## src/hw/rtl/qtbm_pkg.sv

```systemverilog
// Shared types, codes, widths and sine tables of the QPSK text bit modulator.
package qtbm_pkg;

  // input func codes
  localparam logic [1:0] FUNC_CHAR = 2'd0;
  localparam logic [1:0] FUNC_SYNC = 2'd1;
  localparam logic [1:0] FUNC_END  = 2'd2;

  // result status codes
  localparam logic [1:0] STATUS_SAMPLE   = 2'd0;
  localparam logic [1:0] STATUS_BAD_CHAR = 2'd1;
  localparam logic [1:0] STATUS_ODD_BITS = 2'd2;

  // register indexes
  localparam logic REG_SAMPLES   = 1'b0;
  localparam logic REG_AMPLITUDE = 1'b1;

  localparam int SPS_W       = 7;
  localparam int AMP_W       = 31;
  localparam int MAG_W       = 15;
  localparam int FRAC_BITS   = 15;
  localparam int PROD_W      = AMP_W + MAG_W;
  localparam int SAMPLE_W    = 32;
  localparam int PHASE_W     = 7;
  localparam int QUEUE_DEPTH = 4;
  localparam int QPTR_W      = $clog2(QUEUE_DEPTH);

  localparam logic [SPS_W-1:0]   SPS_RESET       = 7'd30;
  localparam logic [AMP_W-1:0]   AMP_RESET       = 31'h7F00_0000;
  localparam logic [SPS_W-1:0]   MAX_SYMBOL_SAMPLES = 7'd64;
  localparam logic [PHASE_W:0]   PHASE_STEPS     = 8'd72;
  localparam logic [PHASE_W-1:0] PHASE_PER_SAMPLE = 7'd4;
  localparam logic [PHASE_W:0]   QUARTER_STEPS   = 8'd18;

  // command passed from the front to the back through the queue
  typedef struct packed {
    logic       is_err;  // 1: error result, val is the status code
    logic [1:0] val;     // symbol bits b1b0, or status code
  } qtbm_cmd_t;

  // quarter-wave sine, round(32768*sin(k*5 deg)), top entry saturated
  function automatic logic [MAG_W-1:0] quarter_sine(input logic [4:0] k);
    logic [MAG_W-1:0] m;
    unique case (k)
      5'd0:  m = 15'd0;
      5'd1:  m = 15'd2856;
      5'd2:  m = 15'd5690;
      5'd3:  m = 15'd8481;
      5'd4:  m = 15'd11207;
      5'd5:  m = 15'd13848;
      5'd6:  m = 15'd16384;
      5'd7:  m = 15'd18795;
      5'd8:  m = 15'd21063;
      5'd9:  m = 15'd23170;
      5'd10: m = 15'd25102;
      5'd11: m = 15'd26842;
      5'd12: m = 15'd28378;
      5'd13: m = 15'd29698;
      5'd14: m = 15'd30792;
      5'd15: m = 15'd31651;
      5'd16: m = 15'd32270;
      5'd17: m = 15'd32643;
      5'd18: m = 15'd32767;
      default: m = 15'd0;
    endcase
    return m;
  endfunction

  // symbol phase offset in 1/72 carrier period
  function automatic logic [PHASE_W-1:0] symbol_phase(input logic [1:0] sym);
    logic [PHASE_W-1:0] p;
    unique case (sym)
      2'd0: p = 7'd27;
      2'd1: p = 7'd9;
      2'd2: p = 7'd45;
      2'd3: p = 7'd63;
      default: p = 7'd0;
    endcase
    return p;
  endfunction

endpackage

```

## src/hw/rtl/qpsk_text_bit_modulator.sv

```systemverilog
// Top level of the QPSK text bit modulator: config registers, front, queue, back.
//
//  channel   direction  payload                               handshake
//  in_*      input      tdata=char_code[7:0], tuser=func[1:0]  tvalid/tready
//  out_*     output     tdata=sample[31:0], tuser=status[1:0], tvalid/tready
//                       tlast=last
//  cfg_*     input      reg 0 samples_per_symbol @0x0,          APB, pready=1
//                       reg 1 amplitude @0x4
//
//  The front takes one item per cycle while the 4-entry command queue has room.
//  A symbol item yields min(samples_per_symbol, 64) samples at one per cycle;
//  unless the output stalls; the sample sequencer in the back sets that rate.
//  The first sample is issued in its pop cycle, then passes registers s1, s2
//  and s3. Errors yield a single result; items that yield nothing end in the
//  front. A stalled output holds the whole back pipeline; the queue keeps the
//  front going until it fills. Reset is synchronous and clears all control state.
module qpsk_text_bit_modulator (
  input  logic        clk,
  input  logic        rst_n,
  // input stream
  input  logic        in_tvalid,
  output logic        in_tready,
  input  logic [7:0]  in_tdata,   // [7:0] char_code
  input  logic [1:0]  in_tuser,   // [1:0] func
  // result stream
  output logic        out_tvalid,
  input  logic        out_tready,
  output logic [31:0] out_tdata,  // [31:0] sample
  output logic [1:0]  out_tuser,  // [1:0] status
  output logic        out_tlast,
  // configuration
  input  logic        cfg_psel,
  input  logic        cfg_penable,
  input  logic        cfg_pwrite,
  input  logic [2:0]  cfg_paddr,
  input  logic [31:0] cfg_pwdata,
  output logic [31:0] cfg_prdata,
  output logic        cfg_pready
);

  logic [qtbm_pkg::SPS_W-1:0] sps_r;
  logic [qtbm_pkg::AMP_W-1:0] amp_r;
  logic cfg_wr;

  logic                in_accept;
  logic                cmd_push;
  qtbm_pkg::qtbm_cmd_t cmd_in;
  qtbm_pkg::qtbm_cmd_t cmd_out;
  logic                q_full, q_empty, q_pop;

  // register file: decode on the word address bit, write on the access phase
  assign cfg_pready = 1'b1;
  assign cfg_wr     = cfg_psel && cfg_penable && cfg_pwrite && cfg_pready;
  assign cfg_prdata = (cfg_paddr[2] == qtbm_pkg::REG_AMPLITUDE) ?
                      {1'b0, amp_r} : {25'd0, sps_r};

  always_ff @(posedge clk) begin
    if (!rst_n) begin
      sps_r <= qtbm_pkg::SPS_RESET;
      amp_r <= qtbm_pkg::AMP_RESET;
    end else if (cfg_wr) begin
      if (cfg_paddr[2] == qtbm_pkg::REG_AMPLITUDE) begin
        amp_r <= cfg_pwdata[qtbm_pkg::AMP_W-1:0];
      end else begin
        sps_r <= cfg_pwdata[qtbm_pkg::SPS_W-1:0];
      end
    end
  end

  // accept whenever the queue can take a command
  assign in_tready = !q_full;
  assign in_accept = in_tvalid && in_tready;

  qtbm_front u_front (
    .clk      (clk),
    .rst_n    (rst_n),
    .accept_i (in_accept),
    .func_i   (in_tuser),
    .char_i   (in_tdata),
    .push_o   (cmd_push),
    .cmd_o    (cmd_in)
  );

  qtbm_fifo u_fifo (
    .clk        (clk),
    .rst_n      (rst_n),
    .push_i     (cmd_push),
    .push_cmd_i (cmd_in),
    .full_o     (q_full),
    .pop_i      (q_pop),
    .pop_cmd_o  (cmd_out),
    .empty_o    (q_empty)
  );

  qtbm_back u_back (
    .clk          (clk),
    .rst_n        (rst_n),
    .sps_i        (sps_r),
    .amp_i        (amp_r),
    .q_empty_i    (q_empty),
    .q_cmd_i      (cmd_out),
    .q_pop_o      (q_pop),
    .out_valid_o  (out_tvalid),
    .out_ready_i  (out_tready),
    .out_sample_o (out_tdata),
    .out_status_o (out_tuser),
    .out_last_o   (out_tlast)
  );

  // a command is never pushed into a full queue
  assert property (@(posedge clk) disable iff (!rst_n) cmd_push |-> !q_full)
    else $error("command pushed into full queue");

  // error results are single, zero-valued and close their item
  assert property (@(posedge clk) disable iff (!rst_n)
    (out_tvalid && out_tuser != qtbm_pkg::STATUS_SAMPLE) |-> (out_tlast && out_tdata == '0))
    else $error("malformed error result");

  // nothing follows an error transfer: the block stays halted
  assert property (@(posedge clk) disable iff (!rst_n)
    (out_tvalid && out_tready && out_tuser != qtbm_pkg::STATUS_SAMPLE) |=> !out_tvalid)
    else $error("result after error");

endmodule

```

## src/hw/rtl/qtbm_front.sv

```systemverilog
// Front end: accept characters, pair bits, queue symbol and error commands.
module qtbm_front (
  input  logic              clk,
  input  logic              rst_n,
  input  logic              accept_i,
  input  logic [1:0]        func_i,
  input  logic [7:0]        char_i,
  output logic              push_o,
  output qtbm_pkg::qtbm_cmd_t cmd_o
);

  logic held_bit_r, held_bit_nxt;
  logic waiting_r, waiting_nxt;
  logic toggle_r, toggle_nxt;
  logic halted_r, halted_nxt;
  logic is_space, is_bit;

  assign is_space = (char_i == 8'h20) || (char_i >= 8'h09 && char_i <= 8'h0D);
  assign is_bit   = (char_i == 8'h30) || (char_i == 8'h31);

  always_comb begin
    held_bit_nxt = held_bit_r;
    waiting_nxt  = waiting_r;
    toggle_nxt   = toggle_r;
    halted_nxt   = halted_r;
    push_o       = 1'b0;
    cmd_o        = '0;
    if (accept_i && !halted_r) begin
      unique case (func_i)
        qtbm_pkg::FUNC_SYNC: begin
          push_o     = 1'b1;
          cmd_o.val  = toggle_r ? 2'd3 : 2'd0;
          toggle_nxt = !toggle_r;
        end
        qtbm_pkg::FUNC_END: begin
          if (waiting_r) begin
            push_o       = 1'b1;
            cmd_o.is_err = 1'b1;
            cmd_o.val    = qtbm_pkg::STATUS_ODD_BITS;
            halted_nxt   = 1'b1;
          end
        end
        qtbm_pkg::FUNC_CHAR: begin
          priority if (is_space) begin
            // skip whitespace
          end else if (!is_bit) begin
            push_o       = 1'b1;
            cmd_o.is_err = 1'b1;
            cmd_o.val    = qtbm_pkg::STATUS_BAD_CHAR;
            halted_nxt   = 1'b1;
          end else if (!waiting_r) begin
            held_bit_nxt = char_i[0];
            waiting_nxt  = 1'b1;
          end else begin
            push_o      = 1'b1;
            cmd_o.val   = {held_bit_r, char_i[0]};
            waiting_nxt = 1'b0;
          end
        end
        default: begin
          // unused func code: drop
        end
      endcase
    end
  end

  always_ff @(posedge clk) begin
    if (!rst_n) begin
      held_bit_r <= 1'b0;
      waiting_r  <= 1'b0;
      toggle_r   <= 1'b0;
      halted_r   <= 1'b0;
    end else begin
      held_bit_r <= held_bit_nxt;
      waiting_r  <= waiting_nxt;
      toggle_r   <= toggle_nxt;
      halted_r   <= halted_nxt;
    end
  end

endmodule

```

## src/hw/rtl/qtbm_fifo.sv

```systemverilog
// Command queue between the front end and the sample generator.
module qtbm_fifo (
  input  logic                clk,
  input  logic                rst_n,
  input  logic                push_i,
  input  qtbm_pkg::qtbm_cmd_t push_cmd_i,
  output logic                full_o,
  input  logic                pop_i,
  output qtbm_pkg::qtbm_cmd_t pop_cmd_o,
  output logic                empty_o
);

  qtbm_pkg::qtbm_cmd_t mem_r [qtbm_pkg::QUEUE_DEPTH];
  logic [qtbm_pkg::QPTR_W-1:0] wr_ptr_r, wr_ptr_nxt;
  logic [qtbm_pkg::QPTR_W-1:0] rd_ptr_r, rd_ptr_nxt;
  logic [qtbm_pkg::QPTR_W:0]   count_r, count_nxt;
  logic do_push, do_pop;

  assign full_o    = (count_r == (qtbm_pkg::QPTR_W+1)'(qtbm_pkg::QUEUE_DEPTH));
  assign empty_o   = (count_r == '0);
  assign pop_cmd_o = mem_r[rd_ptr_r];
  assign do_push   = push_i && !full_o;
  assign do_pop    = pop_i && !empty_o;

  always_comb begin
    wr_ptr_nxt = do_push ? wr_ptr_r + 1'b1 : wr_ptr_r;
    rd_ptr_nxt = do_pop  ? rd_ptr_r + 1'b1 : rd_ptr_r;
    count_nxt  = count_r;
    if (do_push && !do_pop) begin
      count_nxt = count_r + 1'b1;
    end else if (do_pop && !do_push) begin
      count_nxt = count_r - 1'b1;
    end
  end

  always_ff @(posedge clk) begin
    if (do_push) begin
      mem_r[wr_ptr_r] <= push_cmd_i;
    end
  end

  always_ff @(posedge clk) begin
    if (!rst_n) begin
      wr_ptr_r <= '0;
      rd_ptr_r <= '0;
      count_r  <= '0;
    end else begin
      wr_ptr_r <= wr_ptr_nxt;
      rd_ptr_r <= rd_ptr_nxt;
      count_r  <= count_nxt;
    end
  end

endmodule

```

## src/hw/rtl/qtbm_back.sv

```systemverilog
// Back end: expand commands into carrier samples through a three-stage pipeline.
module qtbm_back (
  input  logic                               clk,
  input  logic                               rst_n,
  input  logic [qtbm_pkg::SPS_W-1:0]         sps_i,
  input  logic [qtbm_pkg::AMP_W-1:0]         amp_i,
  input  logic                               q_empty_i,
  input  qtbm_pkg::qtbm_cmd_t                q_cmd_i,
  output logic                               q_pop_o,
  output logic                               out_valid_o,
  input  logic                               out_ready_i,
  output logic [qtbm_pkg::SAMPLE_W-1:0]      out_sample_o,
  output logic [1:0]                         out_status_o,
  output logic                               out_last_o
);

  localparam int PW = qtbm_pkg::PHASE_W;

  logic adv;

  // sequencer
  logic          busy_r, busy_nxt;
  logic [1:0]    sym_r, sym_nxt;
  logic [qtbm_pkg::SPS_W-1:0] rem_r, rem_nxt;
  logic [PW-1:0] phase_r, phase_nxt;
  logic [qtbm_pkg::SPS_W-1:0] count;
  logic          iss_v, iss_err, iss_last;
  logic [1:0]    iss_sym, iss_status;
  logic [PW:0]   phase_step;

  // lookup
  logic [PW:0]   idx_raw, idx;
  logic [PW:0]   r_full;
  logic [1:0]    quad;
  logic [4:0]    r;
  logic [qtbm_pkg::MAG_W-1:0] mag_lut;

  // stage registers
  logic          s1_v_r, s2_v_r, s3_v_r;
  logic [qtbm_pkg::MAG_W-1:0] s1_mag_r;
  logic          s1_neg_r, s2_neg_r;
  logic [1:0]    s1_status_r, s2_status_r, s3_status_r;
  logic          s1_last_r, s2_last_r, s3_last_r;
  logic [qtbm_pkg::PROD_W-1:0] s2_prod_r;
  logic [qtbm_pkg::PROD_W-1:0] rounded;
  logic [qtbm_pkg::SAMPLE_W-1:0] mag_ext, s3_sample_r;

  assign adv = !s3_v_r || out_ready_i;

  assign count = (sps_i > qtbm_pkg::MAX_SYMBOL_SAMPLES) ? qtbm_pkg::MAX_SYMBOL_SAMPLES : sps_i;

  always_comb begin
    busy_nxt   = busy_r;
    sym_nxt    = sym_r;
    rem_nxt    = rem_r;
    q_pop_o    = 1'b0;
    iss_v      = 1'b0;
    iss_err    = 1'b0;
    iss_last   = 1'b0;
    iss_sym    = sym_r;
    iss_status = qtbm_pkg::STATUS_SAMPLE;
    if (adv) begin
      if (busy_r) begin
        iss_v    = 1'b1;
        iss_last = (rem_r == 7'd1);
        rem_nxt  = rem_r - 1'b1;
        busy_nxt = (rem_r != 7'd1);
      end else if (!q_empty_i) begin
        q_pop_o = 1'b1;
        if (q_cmd_i.is_err) begin
          iss_v      = 1'b1;
          iss_err    = 1'b1;
          iss_last   = 1'b1;
          iss_status = q_cmd_i.val;
        end else if (count != '0) begin
          // first sample is issued in the pop cycle
          iss_v    = 1'b1;
          iss_sym  = q_cmd_i.val;
          iss_last = (count == 7'd1);
          sym_nxt  = q_cmd_i.val;
          rem_nxt  = count - 1'b1;
          busy_nxt = (count != 7'd1);
        end
      end
    end
  end

  // advance the carrier phase by one sample step, wrap at one carrier period
  assign phase_step = {1'b0, phase_r} + {1'b0, qtbm_pkg::PHASE_PER_SAMPLE};
  always_comb begin
    phase_nxt = phase_r;
    if (iss_v && !iss_err) begin
      phase_nxt = (phase_step >= qtbm_pkg::PHASE_STEPS) ?
                  PW'(phase_step - qtbm_pkg::PHASE_STEPS) : PW'(phase_step);
    end
  end

  // sample index and quarter-wave lookup
  assign idx_raw = {1'b0, phase_r} + {1'b0, qtbm_pkg::symbol_phase(iss_sym)};
  assign idx = (idx_raw >= qtbm_pkg::PHASE_STEPS) ? idx_raw - qtbm_pkg::PHASE_STEPS : idx_raw;

  always_comb begin
    priority if (idx < qtbm_pkg::QUARTER_STEPS) begin
      quad   = 2'd0;
      r_full = idx;
    end else if (idx < 2*qtbm_pkg::QUARTER_STEPS) begin
      quad   = 2'd1;
      r_full = idx - qtbm_pkg::QUARTER_STEPS;
    end else if (idx < 3*qtbm_pkg::QUARTER_STEPS) begin
      quad   = 2'd2;
      r_full = idx - 8'(2*qtbm_pkg::QUARTER_STEPS);
    end else begin
      quad   = 2'd3;
      r_full = idx - 8'(3*qtbm_pkg::QUARTER_STEPS);
    end
  end

  assign r       = quad[0] ? 5'(qtbm_pkg::QUARTER_STEPS - r_full) : r_full[4:0];
  assign mag_lut = qtbm_pkg::quarter_sine(r);

  assign rounded = s2_prod_r + (qtbm_pkg::PROD_W'(1) << (qtbm_pkg::FRAC_BITS - 1));
  assign mag_ext = {1'b0, rounded[qtbm_pkg::FRAC_BITS +: qtbm_pkg::AMP_W]};

  // pipeline payload
  always_ff @(posedge clk) begin
    if (adv) begin
      s1_mag_r    <= iss_err ? '0 : mag_lut;
      s1_neg_r    <= !iss_err && quad[1];
      s1_status_r <= iss_status;
      s1_last_r   <= iss_last;
      s2_prod_r   <= qtbm_pkg::PROD_W'(amp_i) * qtbm_pkg::PROD_W'(s1_mag_r);
      s2_neg_r    <= s1_neg_r;
      s2_status_r <= s1_status_r;
      s2_last_r   <= s1_last_r;
      s3_sample_r <= s2_neg_r ? (~mag_ext + 1'b1) : mag_ext;
      s3_status_r <= s2_status_r;
      s3_last_r   <= s2_last_r;
    end
  end

  // control state
  always_ff @(posedge clk) begin
    if (!rst_n) begin
      busy_r  <= 1'b0;
      sym_r   <= '0;
      rem_r   <= '0;
      phase_r <= '0;
      s1_v_r  <= 1'b0;
      s2_v_r  <= 1'b0;
      s3_v_r  <= 1'b0;
    end else begin
      busy_r  <= busy_nxt;
      sym_r   <= sym_nxt;
      rem_r   <= rem_nxt;
      phase_r <= phase_nxt;
      if (adv) begin
        s1_v_r <= iss_v;
        s2_v_r <= s1_v_r;
        s3_v_r <= s2_v_r;
      end
    end
  end

  assign out_valid_o  = s3_v_r;
  assign out_sample_o = s3_sample_r;
  assign out_status_o = s3_status_r;
  assign out_last_o   = s3_last_r;

endmodule
```

## config.mk

```make
export PLATFORM = sky130hd
export DESIGN_NAME = qpsk_text_bit_modulator
export DESIGN_NICKNAME = d
export VERILOG_FILES = /design/src/hw/rtl/qtbm_pkg.sv /design/src/hw/rtl/qpsk_text_bit_modulator.sv /design/src/hw/rtl/qtbm_front.sv /design/src/hw/rtl/qtbm_fifo.sv /design/src/hw/rtl/qtbm_back.sv
export SDC_FILE = /design/constraint.sdc
export NUM_CORES = 1
export LEC_CHECK = 0
export ABC_AREA = 1
export BUFFER_PORTS_ARGS = -buffer_cell sky130_fd_sc_hd__buf_2
export CAP_MARGIN = 25
export CORE_MARGIN = 1.5
export CORE_UTILIZATION = 55
export DETAILED_ROUTE_END_ITERATION = 12
export GPL_TIMING_DRIVEN = 1
export PLACE_DENSITY = 0.73
export SETUP_SLACK_MARGIN = 0.4
export SYNTH_ARGS = -nofsm -noshare
export SYNTH_HDL_FRONTEND = slang
export SYNTH_SLANG_ARGS = --single-unit
```

## constraint.sdc

```tcl
create_clock -name clk -period 15.7 [get_ports clk]
set_input_delay 0 -clock clk [delete_from_list [all_inputs] [get_ports clk]]
set_output_delay 0 -clock clk [all_outputs]
set_load 0.05 [all_outputs]
```

# After elaboration in Yosys (flattened, before gate mapping)
# Memory sizes are Yosys's and may differ from the RTL's. A register that Yosys moved wholly into a read port is not among the register bits.
# Index checks and enable logic that the tools add are counted.
[op_classes]
n_reduce_logical = 37
n_eq_ne = 18
mux = 67
n_addsub = 16
mul = 1
n_lt_le_gt_ge = 8
bitwise = 5
[op_table]
columns = ["operator", "n"]
rows = [
  ["$mux W31", 2],
  ["$add A46 B15 Y46 const B", 1],
  ["$mul A31 B15 Y46", 1],
  ["$mux W7", 6],
  ["$add A32 B1 Y32 const B", 1],
  ["$mux W1", 32],
  ["$not A31 Y32", 1],
  ["$pmux W7 S4", 1],
  ["$eq A8 B6 Y1 const B", 3],
  ["$mux W2", 12],
  ["$mux W5", 4],
  ["$ge A8 B7 Y1 const B", 2],
  ["$lt A8 B6 Y1 const B", 2],
  ["$mux W3", 5],
  ["$eq A7 B1 Y1 const B", 2],
  ["$ne A7 B1 Y1 const B", 2],
  ["$sub A7 B1 Y7 const B", 2],
  ["$logic_and A1 B1 Y1", 11],
  ["$reduce_and A5 Y1", 2],
  ["$sub A5 B5 Y5 const B", 2],
  ["$add A7 B3 Y8 const B", 1],
  ["$add A7 B7 Y8", 1],
  ["$ge A8 B4 Y1 const B", 1],
  ["$le A8 B4 Y1 const B", 1],
  ["other kinds (28)", 54],
]
[totals]
n_memories = 2
register_bits = 158
ram_bits = 12
rom_bits = 480
[mem_list]
columns = ["name", "depth", "width", "rd", "rd_ports_with_merged_regs", "write_ports", "line_no", "source"]
rows = [
  ["(name not given)", 32, 15, 1, 1, 0, "qtbm_pkg.sv:44", "unique case (k)"],
  ["u_fifo.mem_r", 4, 3, 1, 1, 1, "qtbm_fifo.sv:13", "qtbm_pkg::qtbm_cmd_t mem_r [qtbm_pkg::QUEUE_DEPTH];"],
]

# Logic depth before layout (Yosys ltp)
# Gate-level depths: netlist (run 1).
[logic_depth]
depth_word = 19
depth_mapped = 49
ltp_nobuf = 49

# By module
# Synthesis (run 1) repeated with hierarchy kept, for this count alone.
[hier_totals]
cells_unflattened = 3001
hier_area_um2 = 23666.4
[by_module_without_submodules]
columns = ["mod", "seq_area_each_um2", "area_per_inst_um2", "cells_each", "instances"]
rows = [
  ["qtbm_back", 3002.9, 20480.9, 2528, 1],
  ["qpsk_text_bit_modulator", 760.7, 1856.8, 305, 1],
  ["qtbm_fifo", 540.5, 949.7, 99, 1],
  ["qtbm_front", 80.1, 379.1, 69, 1],
]

# Worst setup path after synthesis (run 1)
# No wires, ideal clock.
[synth_path]
path_kind = "register to register"
startpoint = "register u_back.s3_v_r, in the netlist u_back.out_valid_o"
endpoint = "register u_back.s1_mag_r[11] (netlist bit), data pin"
stages_incl_launch_ff = 40
path_buffers = 0
arrival_time_ps = 7214
path_slack_ps = 8220
synth_period_minus_slack_ps = 7480
path_cell_list = "dfxtp_1 -> inv_1 -> nor2_1 -> inv_1 -> nand2_1 -> nor2_2 -> or2_2 -> inv_1 -> a21oi_1 -> ha_1 -> inv_1 -> ha_1 -> a21oi_2 -> nand2_2 -> nand2_1 -> nand3_4 -> nand2_4 -> nand2_4 -> (+4 left out) -> a21oi_1 -> inv_1 -> nand2_1 -> nand3_2 -> inv_2 -> o21ai_2 -> inv_1 -> nand2_1 -> nand2_1 -> ha_1 -> or2_0 -> nand2_2 -> inv_1 -> ha_1 -> nand2_1 -> inv_1 -> nand3_1 -> nand3_1"
[synth_between]
elab_chain_cells = 14
[synth_lines]
columns = ["item", "line_no", "source"]
rows = [
  ["start, declared", "qtbm_back.sv:39", "logic s1_v_r, s2_v_r, s3_v_r;"],
  ["start signal, assigned", "qtbm_back.sv:159", "s3_v_r <= s2_v_r;"],
  ["$logic_not A1 Y1 *", "qtbm_back.sv:48", "assign adv = !s3_v_r || out_ready_i;"],
  ["$logic_or A1 B1 Y1 *", "qtbm_back.sv:48", ""],
  ["$mux W2 *", "qtbm_back.sv:62", "if (adv) begin"],
  ["named net u_back.iss_sym[1]", "qtbm_back.sv:28", "logic [1:0] iss_sym, iss_status;"],
  ["$eq A2 B2 Y1, or another cell as far along", "qtbm_pkg.sv:72", "unique case (sym)"],
  ["$pmux W7 S4 *", "qtbm_pkg.sv:72", ""],
  ["$add A7 B7 Y8 *", "qtbm_back.sv:99", "assign idx_raw = {1'b0, phase_r} + {1'b0, qtbm_pkg::symbol_phase(iss_sym)};"],
  ["$sub A8 B7 Y8 / $ge A8 B7 Y1 (equally long branches)", "qtbm_back.sv:100", "assign idx = (idx_raw >= qtbm_pkg::PHASE_STEPS) ? idx_raw - qtbm_pkg::PHASE_STEPS : idx_raw;"],
  ["$mux W8 *", "qtbm_back.sv:100", ""],
  ["$lt A8 B6 Y1, or another cell as far along", "qtbm_back.sv:109", "end else if (idx < 3*qtbm_pkg::QUARTER_STEPS) begin"],
  ["$mux W5", "qtbm_back.sv:109", ""],
  ["$mux W5", "qtbm_back.sv:106", "end else if (idx < 2*qtbm_pkg::QUARTER_STEPS) begin"],
  ["$mux W5", "qtbm_back.sv:103", "priority if (idx < qtbm_pkg::QUARTER_STEPS) begin"],
  ["$sub A5 B5 Y5", "qtbm_back.sv:118", "assign r = quad[0] ? 5'(qtbm_pkg::QUARTER_STEPS - r_full) : r_full[4:0];"],
  ["$mux W5 *", "qtbm_back.sv:118", ""],
  ["end, declared", "qtbm_back.sv:40", "logic [qtbm_pkg::MAG_W-1:0] s1_mag_r;"],
]
# Mark *: on every way through the listed nets, which the timed path passes. The rest lies on a longest branch. The select of a mux whose other input is x is not followed.
# A chain may end at the register's enable or synchronous reset.

# Worst setup path in the final report (run 1)
[layout_path]
startpoint = "register amp_r[5] (netlist bit)"
endpoint = "register u_back.s2_prod_r[42] (netlist bit), data pin"
[layout_between]
elab_chain_cells = 1
[layout_lines]
columns = ["item", "line_no", "source"]
rows = [
  ["start, declared", "qpsk_text_bit_modulator.sv:42", "logic [qtbm_pkg::AMP_W-1:0] amp_r;"],
  ["start signal, assigned", "qpsk_text_bit_modulator.sv:60", "amp_r <= qtbm_pkg::AMP_RESET;"],
  ["start signal, assigned", "qpsk_text_bit_modulator.sv:63", "amp_r <= cfg_pwdata[qtbm_pkg::AMP_W-1:0];"],
  ["$mul A31 B15 Y46", "qtbm_back.sv:131", "s2_prod_r <= qtbm_pkg::PROD_W'(amp_i) * qtbm_pkg::PROD_W'(s1_mag_r);"],
  ["end signal, assigned", "qtbm_back.sv:131", ""],
  ["end, declared", "qtbm_back.sv:44", "logic [qtbm_pkg::PROD_W-1:0] s2_prod_r;"],
]
# Every way passes these cells.

==> results of run 1 <==
## path summary, 6_finish.rpt
path | end | slack (ns) | start | cells after the start
setup / recovery | u_back.s2_prod_r[42] | 8.72 | amp_r[5] | 18
hold / removal | u_fifo.mem_r[3][0] | 0.05 | in_tvalid | 3
setup reg to reg | u_back.s2_prod_r[42] | 8.72 | amp_r[5] | 18
hold reg to reg | u_back.s2_status_r[1] | 0.42 | u_back.s1_status_r[1] | 0
## stage by stage
stage / utilization (%) / setup slack [ns]
3_5_place_dp: 58.2 / 8.88
6_report: 60.7 / 8.72
2_1_floorplan: - / 8.22
4_1_cts: 60.6 / 8.86
3_3_place_gp: 58.2 / 8.97
5_1_grt: 60.7 / 8.16
## flip-flops by register name, summed over array words and instances, names as in the netlist, 2 cells and up, named ones only
| name | flops |
|---|---|
| u_back.phase_r | 5 |
| sps_r | 7 |
| u_back.sym_r | 2 |
| u_back.s2_status_r | 2 |
| amp_r | 31 |
| u_back.s2_prod_r | 32 |
| u_fifo.count_r | 3 |
| u_fifo.rd_ptr_r | 2 |
| u_fifo.mem_r | 12 |
| u_back.s1_status_r | 2 |
| u_back.s1_mag_r | 13 |
| u_back.rem_r | 7 |
| u_fifo.wr_ptr_r | 2 |
| u_back.out_status_o | 2 |
| u_back.out_sample_o | 32 |
## area by class of cell
type / instances / area [sq um] / share of cell area (%)
Clock inverter: 15 / 185 / 0.728
Inverter: 703 / 2640 / 10.4
Multi-Input combinational cell: 1959 / 16000 / 62.8
Sequential cell: 169 / 4380 / 17.2
Timing Repair Buffer: 176 / 1150 / 4.51
Tap cell: 539 / 674 / 2.65
Clock buffer: 17 / 425 / 1.67
## cell families (layout without fill, tap and decap cells)
group | count (synthesis) | count (layout)
muxes | 1 | 1
xor gates and xnor gates | 87 | 87
other | 2 | 2
and+or+nand+nor | 1107 | 1107
adders and majority gates | 512 | 512
AOI/OAI and AO/OA | 250 | 250
buffers and inverters | 799 | 911
DFF | 169 | 169
## per-layer routing
layer  vias up  track usage, %  share of wire, %
met5         -               0             0.032
met4         2            9.72               2.8
met3       104            7.18               8.4
met2       647            44.6                46
met1      9201            35.4                42
li1       8971               -                 -
## layout by cell type (no fill, tap or decap), types with 5 or more instances in the layout
cell / n
inv_2: 9
nor3_1: 11
nor4_1: 9
o21a_1: 6
nor2_1: 170
nor2_4: 7
ha_1: 168
nand2_1: 721
o21ai_0: 99
nand2_4: 10
xnor2_1: 32
nand3_2: 11
dlygate4sd3_1: 39
nand3_1: 87
buf_4: 20
nor2_2: 11
a31oi_1: 9
inv_1: 690
fa_1: 344
nand4_1: 18
xor2_1: 53
buf_2: 116
nand2_2: 29
a21oi_1: 95
clkbuf_16: 17
edfxtp_1: 100
a211oi_1: 5
o211ai_1: 7
dfxtp_1: 69
## critical path, cell delays in order, from the launching register on
cell      delay (ns)
dfxtp_1         0.81
nand2_1         0.11
inv_1           0.21
fa_1            0.50
fa_1            0.54
fa_1            0.53
fa_1            0.53
fa_1            0.52
fa_1            0.60
ha_1            0.41
a21oi_1         0.27
o21ai_0         0.15
a21oi_1         0.20
o21ai_0         0.10
a21oi_1         0.28
o21ai_0         0.20
a21boi_0        0.40
o21ai_0         0.17
xor2_1          0.17
## synthesized netlist by cell type (3+ instances only)
cell	count
a21oi_1	95
nor2_2	10
inv_2	9
clkbuf_1	91
o21a_1	6
a221oi_1	3
dfxtp_1	69
o21ai_1	3
nor2_4	7
nor3_1	11
or2_2	4
inv_1	691
o211ai_1	7
a211oi_1	5
nand4_2	3
and2_1	3
xnor2_1	32
nand2_2	29
nand3_1	87
edfxtp_1	100
xor2_1	53
nand4_1	18
ha_1	168
nand2_1	721
a31oi_1	9
nand2_4	10
a21o_1	3
nand3_2	11
fa_1	344
o21ai_0	99
nand3_4	3
nor2_1	171
nor4_1	9
==> flow_metrics.py, run 1 <==
metrics = {
    "flow_run": {
        "timing.max_cap.violations": 0,
    },
    "yosys": {
        "postSynth.asyncResetShare_pct": 0,
        "yosys.area_share.xor_xnor_pct": 3.32,
        "synth_area_per_cell_sq_um": 7.99,
        "synth-simple-area-share_pct": 20.5,
        "synth_ff_type": "edfxtp_1",
        "netlist.area_leader.share_pct": 29.5,
        "ys_warn_count": 0,
        "post_synth_fa_ha_maj_area_fraction_pct": 38.5,
        "netlist_top_cells_area": "fa_1, edfxtp_1, nand2_1",
        "ys_ff_latch": 169,
        "synth.net_count": 3491,
        "synth_seq_area_share_pct": 18.8,
        "post_synth_inst_count": 2927,
        "share_of_synthesized_area_spent_on_multiplexers_pct": 0.0428,
        "yosys.cell_types.count": 63,
        "edff_count_synth": 100,
        "synth-compound-area-share_pct": 6.04,
        "synth_top_family_by_area": "adder cells",
        "cell_area_after_synthesis_sq_um": 23400,
        "synth.largest_area_cell": "fa_1",
    },
    "worst_setup_path": {
        "critical_path.max_fanout": 15,
        "critPathArrivalTime_ns": 7.19,
        "timing_worst_setup_path_type": "reg -> reg",
        "critPathCaptureType": "flop",
        "required_ns": 15.92,
        "category_of_the_worst_setup_path_launch_point": "flop",
    },
    "clock_tree": {
        "ctsResizeCount": 0,
        "insertion_delay_ns": 0.48,
        "clock_tree_root_buffer_cell": "clkbuf_16",
        "cts.sink_count": 169,
        "cts.hold.buffers_added": 39,
        "ctsLongestPathBuffers": 2,
        "tritoncts_clock_tree": "built",
        "htreeDepth": 4,
        "postCtsSetupBuffers": 0,
        "clk_transition_reported_paths_ns": 0.07,
        "cts_made_buffers": 17,
    },
    "final_layout": {
        "layout_cell_share_with_drive_strength_beyond_1_pct": 8.85,
        "insertedDiodeCount": 0,
        "finalNonFillerCells": 3578,
        "layout.filler_cells": 3593,
        "num-nets-final": 3590,
        "syn2layout_area_growth_pct": 8.84,
        "layout.cell_area.non_filler_sq_um": 25400,
    },
    "placement": {
        "io_buffer_count": 116,
        "placement.cell_area_sq_um": 24400,
        "dp_hpwl_um": 43800,
        "placed_cells": 3506,
        "gp_routability_congestion": 0.894,
    },
    "global_route": {
        "grt_first_pass_wirelength_um": 94600,
        "grt-ovfl-total": 0,
        "via_count_of_the_first_global_routing_pass": 19600,
        "antenna_found_initial": 1,
        "global_route.usage.total_pct": 27.4,
        "grt_max_degree": 81,
    },
    "sta": {
        "clock_skew_ns": 0.00920,
        "report.final.slew_viol_count": 0,
        "timing.fmax_mhz": 143,
        "layout_min_cycle_time_ns": 6.98,
        "holdWs_ns": 0.0491,
        "finalSetupViolations": 0,
        "min_period_over_period_pct": 44.4,
        "final.setup.tns_ns": 0,
        "max_slew_margin_pct": 33.7,
        "grt_setup_unrepaired": "false",
        "worst_pin_slew_ns": 0.995,
        "hold_viol_final": 0,
    },
    "status": {
        "run_status": "finished clean",
    },
    "routing": {
        "dr.first_iter.drc_count": 1318,
        "final_antenna_net_count": 0,
        "drtPass1Iterations": 5,
        "average_routed_wire_per_standard_cell_um": 15.7,
        "detailroute.via_count": 18900,
        "postRouteWirelength_um": 56200,
        "via_per_inst": 5.29,
        "remaining_drc_errors": 0,
    },
    "die": {
        "top_level_ports": 122,
        "num_rows": 75,
        "start_util_pct": 55.7,
        "die_w_um": 209,
        "die_h_um": 209,
        "area_enclosed_by_the_die_boundary_sq_um": 43700,
        "design.core.area_sq_um": 41900,
    },
    "min_path": {
        "timing.hold.worst.class": "in -> reg",
    },
}
Power of run 1 is left out: the tool's default activity adds up to more than one toggle a clock period on the data nets, which glitch-free logic cannot reach.
==> run 2, diff against run 1 <==
--- a/config.mk
+++ b/config.mk
@@ -5,7 +5,7 @@
 export SDC_FILE = /design/constraint.sdc
 export NUM_CORES = 1
 export LEC_CHECK = 0
-export ABC_AREA = 1
+export ABC_AREA = 0
 export BUFFER_PORTS_ARGS = -buffer_cell sky130_fd_sc_hd__buf_2
 export CAP_MARGIN = 25
 export CORE_MARGIN = 1.5
==> constraint.sdc (replaced) <==
create_clock -name clk -period 7.31 [get_ports clk]
set_input_delay 0 -clock clk [delete_from_list [all_inputs] [get_ports clk]]
set_output_delay 0 -clock clk [all_outputs]
set_load 0.05 [all_outputs]
==> run 2 against run 1 <==
Against the previous run:
- die area down 3.7%
- design area down 0.49%
- sequential cell count unchanged
- via count down 8.9%
- utilization up 2.5 points
- global-route usage up 0.49 points
- sequential share of layout area up 0.16 points
- critical path depth up 4
- clock skew up 0.010 ns
- critical endpoint is now u_back.s2_prod_r[43]
- highest routed layer is now met4
==> flow_metrics.py, run 2 <==
metrics = {
    "worst_setup_path": {
        "critPathArrivalTime_ns": 6.91,
        "critical-path-top-delay-family": "adder cells",
        "cp_num_buf_inv": 5,
        "crit_path_start": "u_back.s1_mag_r[3]",
        "slowest_delay_ns": 0.59,
        "critPathCaptureType": "flop",
        "timing_worst_setup_path_type": "reg -> reg",
        "critical_path.reg2reg.startpoint": "u_back.s1_mag_r[3]",
        "required_ns": 7.52,
        "critical_path.max_fanout": 5,
        "category_of_the_worst_setup_path_launch_point": "flop",
        "slowest_stage": "fa_1",
        "critical_path.most_common_cell": "fa_1",
        "worstPathCellList": "buf_4 -> nand2_1 -> fa_1 -> inv_1 -> fa_1 -> fa_1 -> inv_1 -> fa_1 -> inv_1 -> fa_1 -> fa_1 -> ha_4 -> a211o_1 -> a2111oi_4 -> a211oi_2 -> a22o_1 -> a311oi_2 -> o31a_1 -> a21o_1 -> buf_4 -> o21ai_0 -> xnor2_1",
    },
    "routing": {
        "remaining_drc_errors": 0,
        "detailroute.via_count": 17200,
        "final_antenna_net_count": 0,
        "drtPass1Iterations": 5,
        "dr.first_iter.drc_count": 1194,
        "postRouteWirelength_um": 56600,
        "via_per_inst": 5.59,
        "average_routed_wire_per_standard_cell_um": 18.3,
    },
    "placement": {
        "gp_routability_congestion": 0.958,
        "placement.cell_area_sq_um": 23800,
        "io_buffer_count": 116,
        "dp_hpwl_um": 44300,
        "placed_cells": 2987,
    },
    "min_path": {
        "timing.hold.worst.class": "in -> reg",
        "hold_start": "rst_n",
    },
    "final_layout": {
        "finalNonFillerCells": 3084,
        "layout.cells.most_common_list": "fa_1, nand2_1, inv_1",
        "multi_input_area_sq_um": 16600,
        "syn2layout_area_growth_pct": 12.5,
        "sequential_cell_area_sq_um": 4400,
        "final_common_cell": "fa_1",
        "layout.cell_area.non_filler_sq_um": 25300,
        "post-route-util_pct": 63.1,
        "layout_cell_share_with_drive_strength_beyond_1_pct": 12.6,
        "insertedDiodeCount": 0,
        "layout.filler_cells": 3246,
        "num-nets-final": 3110,
    },
    "global_route": {
        "antenna_found_initial": 0,
        "grt_first_pass_wirelength_um": 90900,
        "grt-ovfl-total": 0,
        "global_route.usage.total_pct": 27.9,
        "grt_max_degree": 75,
        "via_count_of_the_first_global_routing_pass": 17900,
    },
    "sta": {
        "grt_setup_unrepaired": "false",
        "hold_viol_final": 0,
        "max_slew_margin_pct": 36.8,
        "finalSetupViolations": 0,
        "worst_pin_slew_ns": 0.948,
        "min_period_over_period_pct": 91.6,
        "report.final.slew_viol_count": 0,
        "clock_skew_ns": 0.0196,
        "final.setup.tns_ns": 0,
        "timing.fmax_mhz": 149,
        "layout_min_cycle_time_ns": 6.69,
    },
    "yosys": {
        "ys_ff_latch": 169,
        "post_synth_fa_ha_maj_area_fraction_pct": 39.9,
        "cell_area_after_synthesis_sq_um": 22500,
        "synth_commonest_cells": "fa_1, nand2_1, inv_1",
        "synth.net_count": 2954,
        "netlist_top_cells_area": "fa_1, edfxtp_1, ha_1",
        "post_synth_inst_count": 2390,
        "synth_ff_type": "edfxtp_1",
        "synth_area_per_cell_sq_um": 9.42,
        "netlist.area_leader.share_pct": 30.6,
        "synth_seq_area_share_pct": 19.5,
        "edff_count_synth": 100,
        "postSynth.asyncResetShare_pct": 0,
        "yosys.area_share.xor_xnor_pct": 4.31,
        "synth-compound-area-share_pct": 7.73,
        "synth-simple-area-share_pct": 19.6,
        "synth_top_family_by_area": "adder cells",
        "ys_warn_count": 0,
        "yosys.cell_types.count": 83,
        "share_of_synthesized_area_spent_on_multiplexers_pct": 1.47,
        "yosys.cell_count.top_type": "fa_1",
        "synth.largest_area_cell": "fa_1",
    },
    "die": {
        "die_w_um": 205,
        "top_level_ports": 122,
        "start_util_pct": 56.1,
        "area_enclosed_by_the_die_boundary_sq_um": 42100,
        "die_h_um": 205,
        "num_rows": 73,
        "design.core.area_sq_um": 40100,
    },
    "clock_tree": {
        "cts.sink_count": 169,
        "ctsLongestPathBuffers": 2,
        "insertion_delay_ns": 0.48,
        "tritoncts_clock_tree": "built",
        "htreeDepth": 4,
        "cts_made_buffers": 17,
        "clk_transition_reported_paths_ns": 0.07,
        "clock_tree_root_buffer_cell": "clkbuf_16",
    },
    "flow_run": {
        "timing.max_cap.violations": 0,
    },
    "status": {
        "run_status": "finished clean",
    },
}
-- run 2: cell types whose count changed after synthesis, moves of 29 or more --
cell      change
nor2_1       -85
o21ai_0      -44
xnor2_1      +43
and2_1      +270
nand2_1     -392
a21oi_1      -57
inv_1       -366
a21boi_0     +36
nand3_1      -32
nand2_2      -29
-- run 2: cells by family after synthesis --
group	Yosys count
flip-flops	169
adder cells (fa/ha/maj)	512
buffers and inverters	440
other	2
AO/OA/AOI/OAI	254
XOR/XNOR	110
AND/OR/NAND/NOR	877
multiplexers	26
-- run 2: worst paths after layout --
path,slack (ns),endpoint,cells past startpoint
worst max-delay path,0.62,u_back.s2_prod_r[43],22
worst min-delay path,0.02,sps_r[4],2
worst max register to register,0.62,u_back.s2_prod_r[43],22
worst min register to register,0.42,u_back.out_status_o[0],0
-- run 2: cell type report --
type | instances | area share, %
tap | 525 | 2.59
clock inverter | 11 | 0.331
clock buffer | 21 | 1.90
timing repair buffer | 251 | 7.24
multi-input combinational | 1781 | 65.7
inverter | 326 | 4.84
sequential | 169 | 17.4
-- run 2: timing repair --
action / CTS / global route
buffers inserted: 6 / 23
pin swaps: 5 / 27
cloned: 0 / 2
hold buffers: 33 / 0
endpoints found under the setup margin: 25 / 25
resized for setup: 16 / 59
hold endpoints to repair: 44 / 0
-- run 2: layer usage --
metal  GRT usage [%]  up-vias  share of wire [%]
met5               0        -                  0
met3            5.67       82                7.9
met1            36.3     8566                 41
met4            9.38        0                2.4
met2            46.5      657                 48
li1                -     7929                  -
-- run 2: metrics by stage --
| step | setup slack [ns] | hold WS [ns] |
|---|---|---|
| 2_1_floorplan | 0.482 | 0.124 |
| 3_3_place_gp | 0.244 | 0.207 |
| 3_5_place_dp | 0.109 | 0.215 |
| 4_1_cts | 0.414 | 0.00396 |
| 5_1_grt | 0.383 | 0.0428 |
| 6_report | 0.616 | 0.0236 |
Power of run 2 is left out for the same reason.
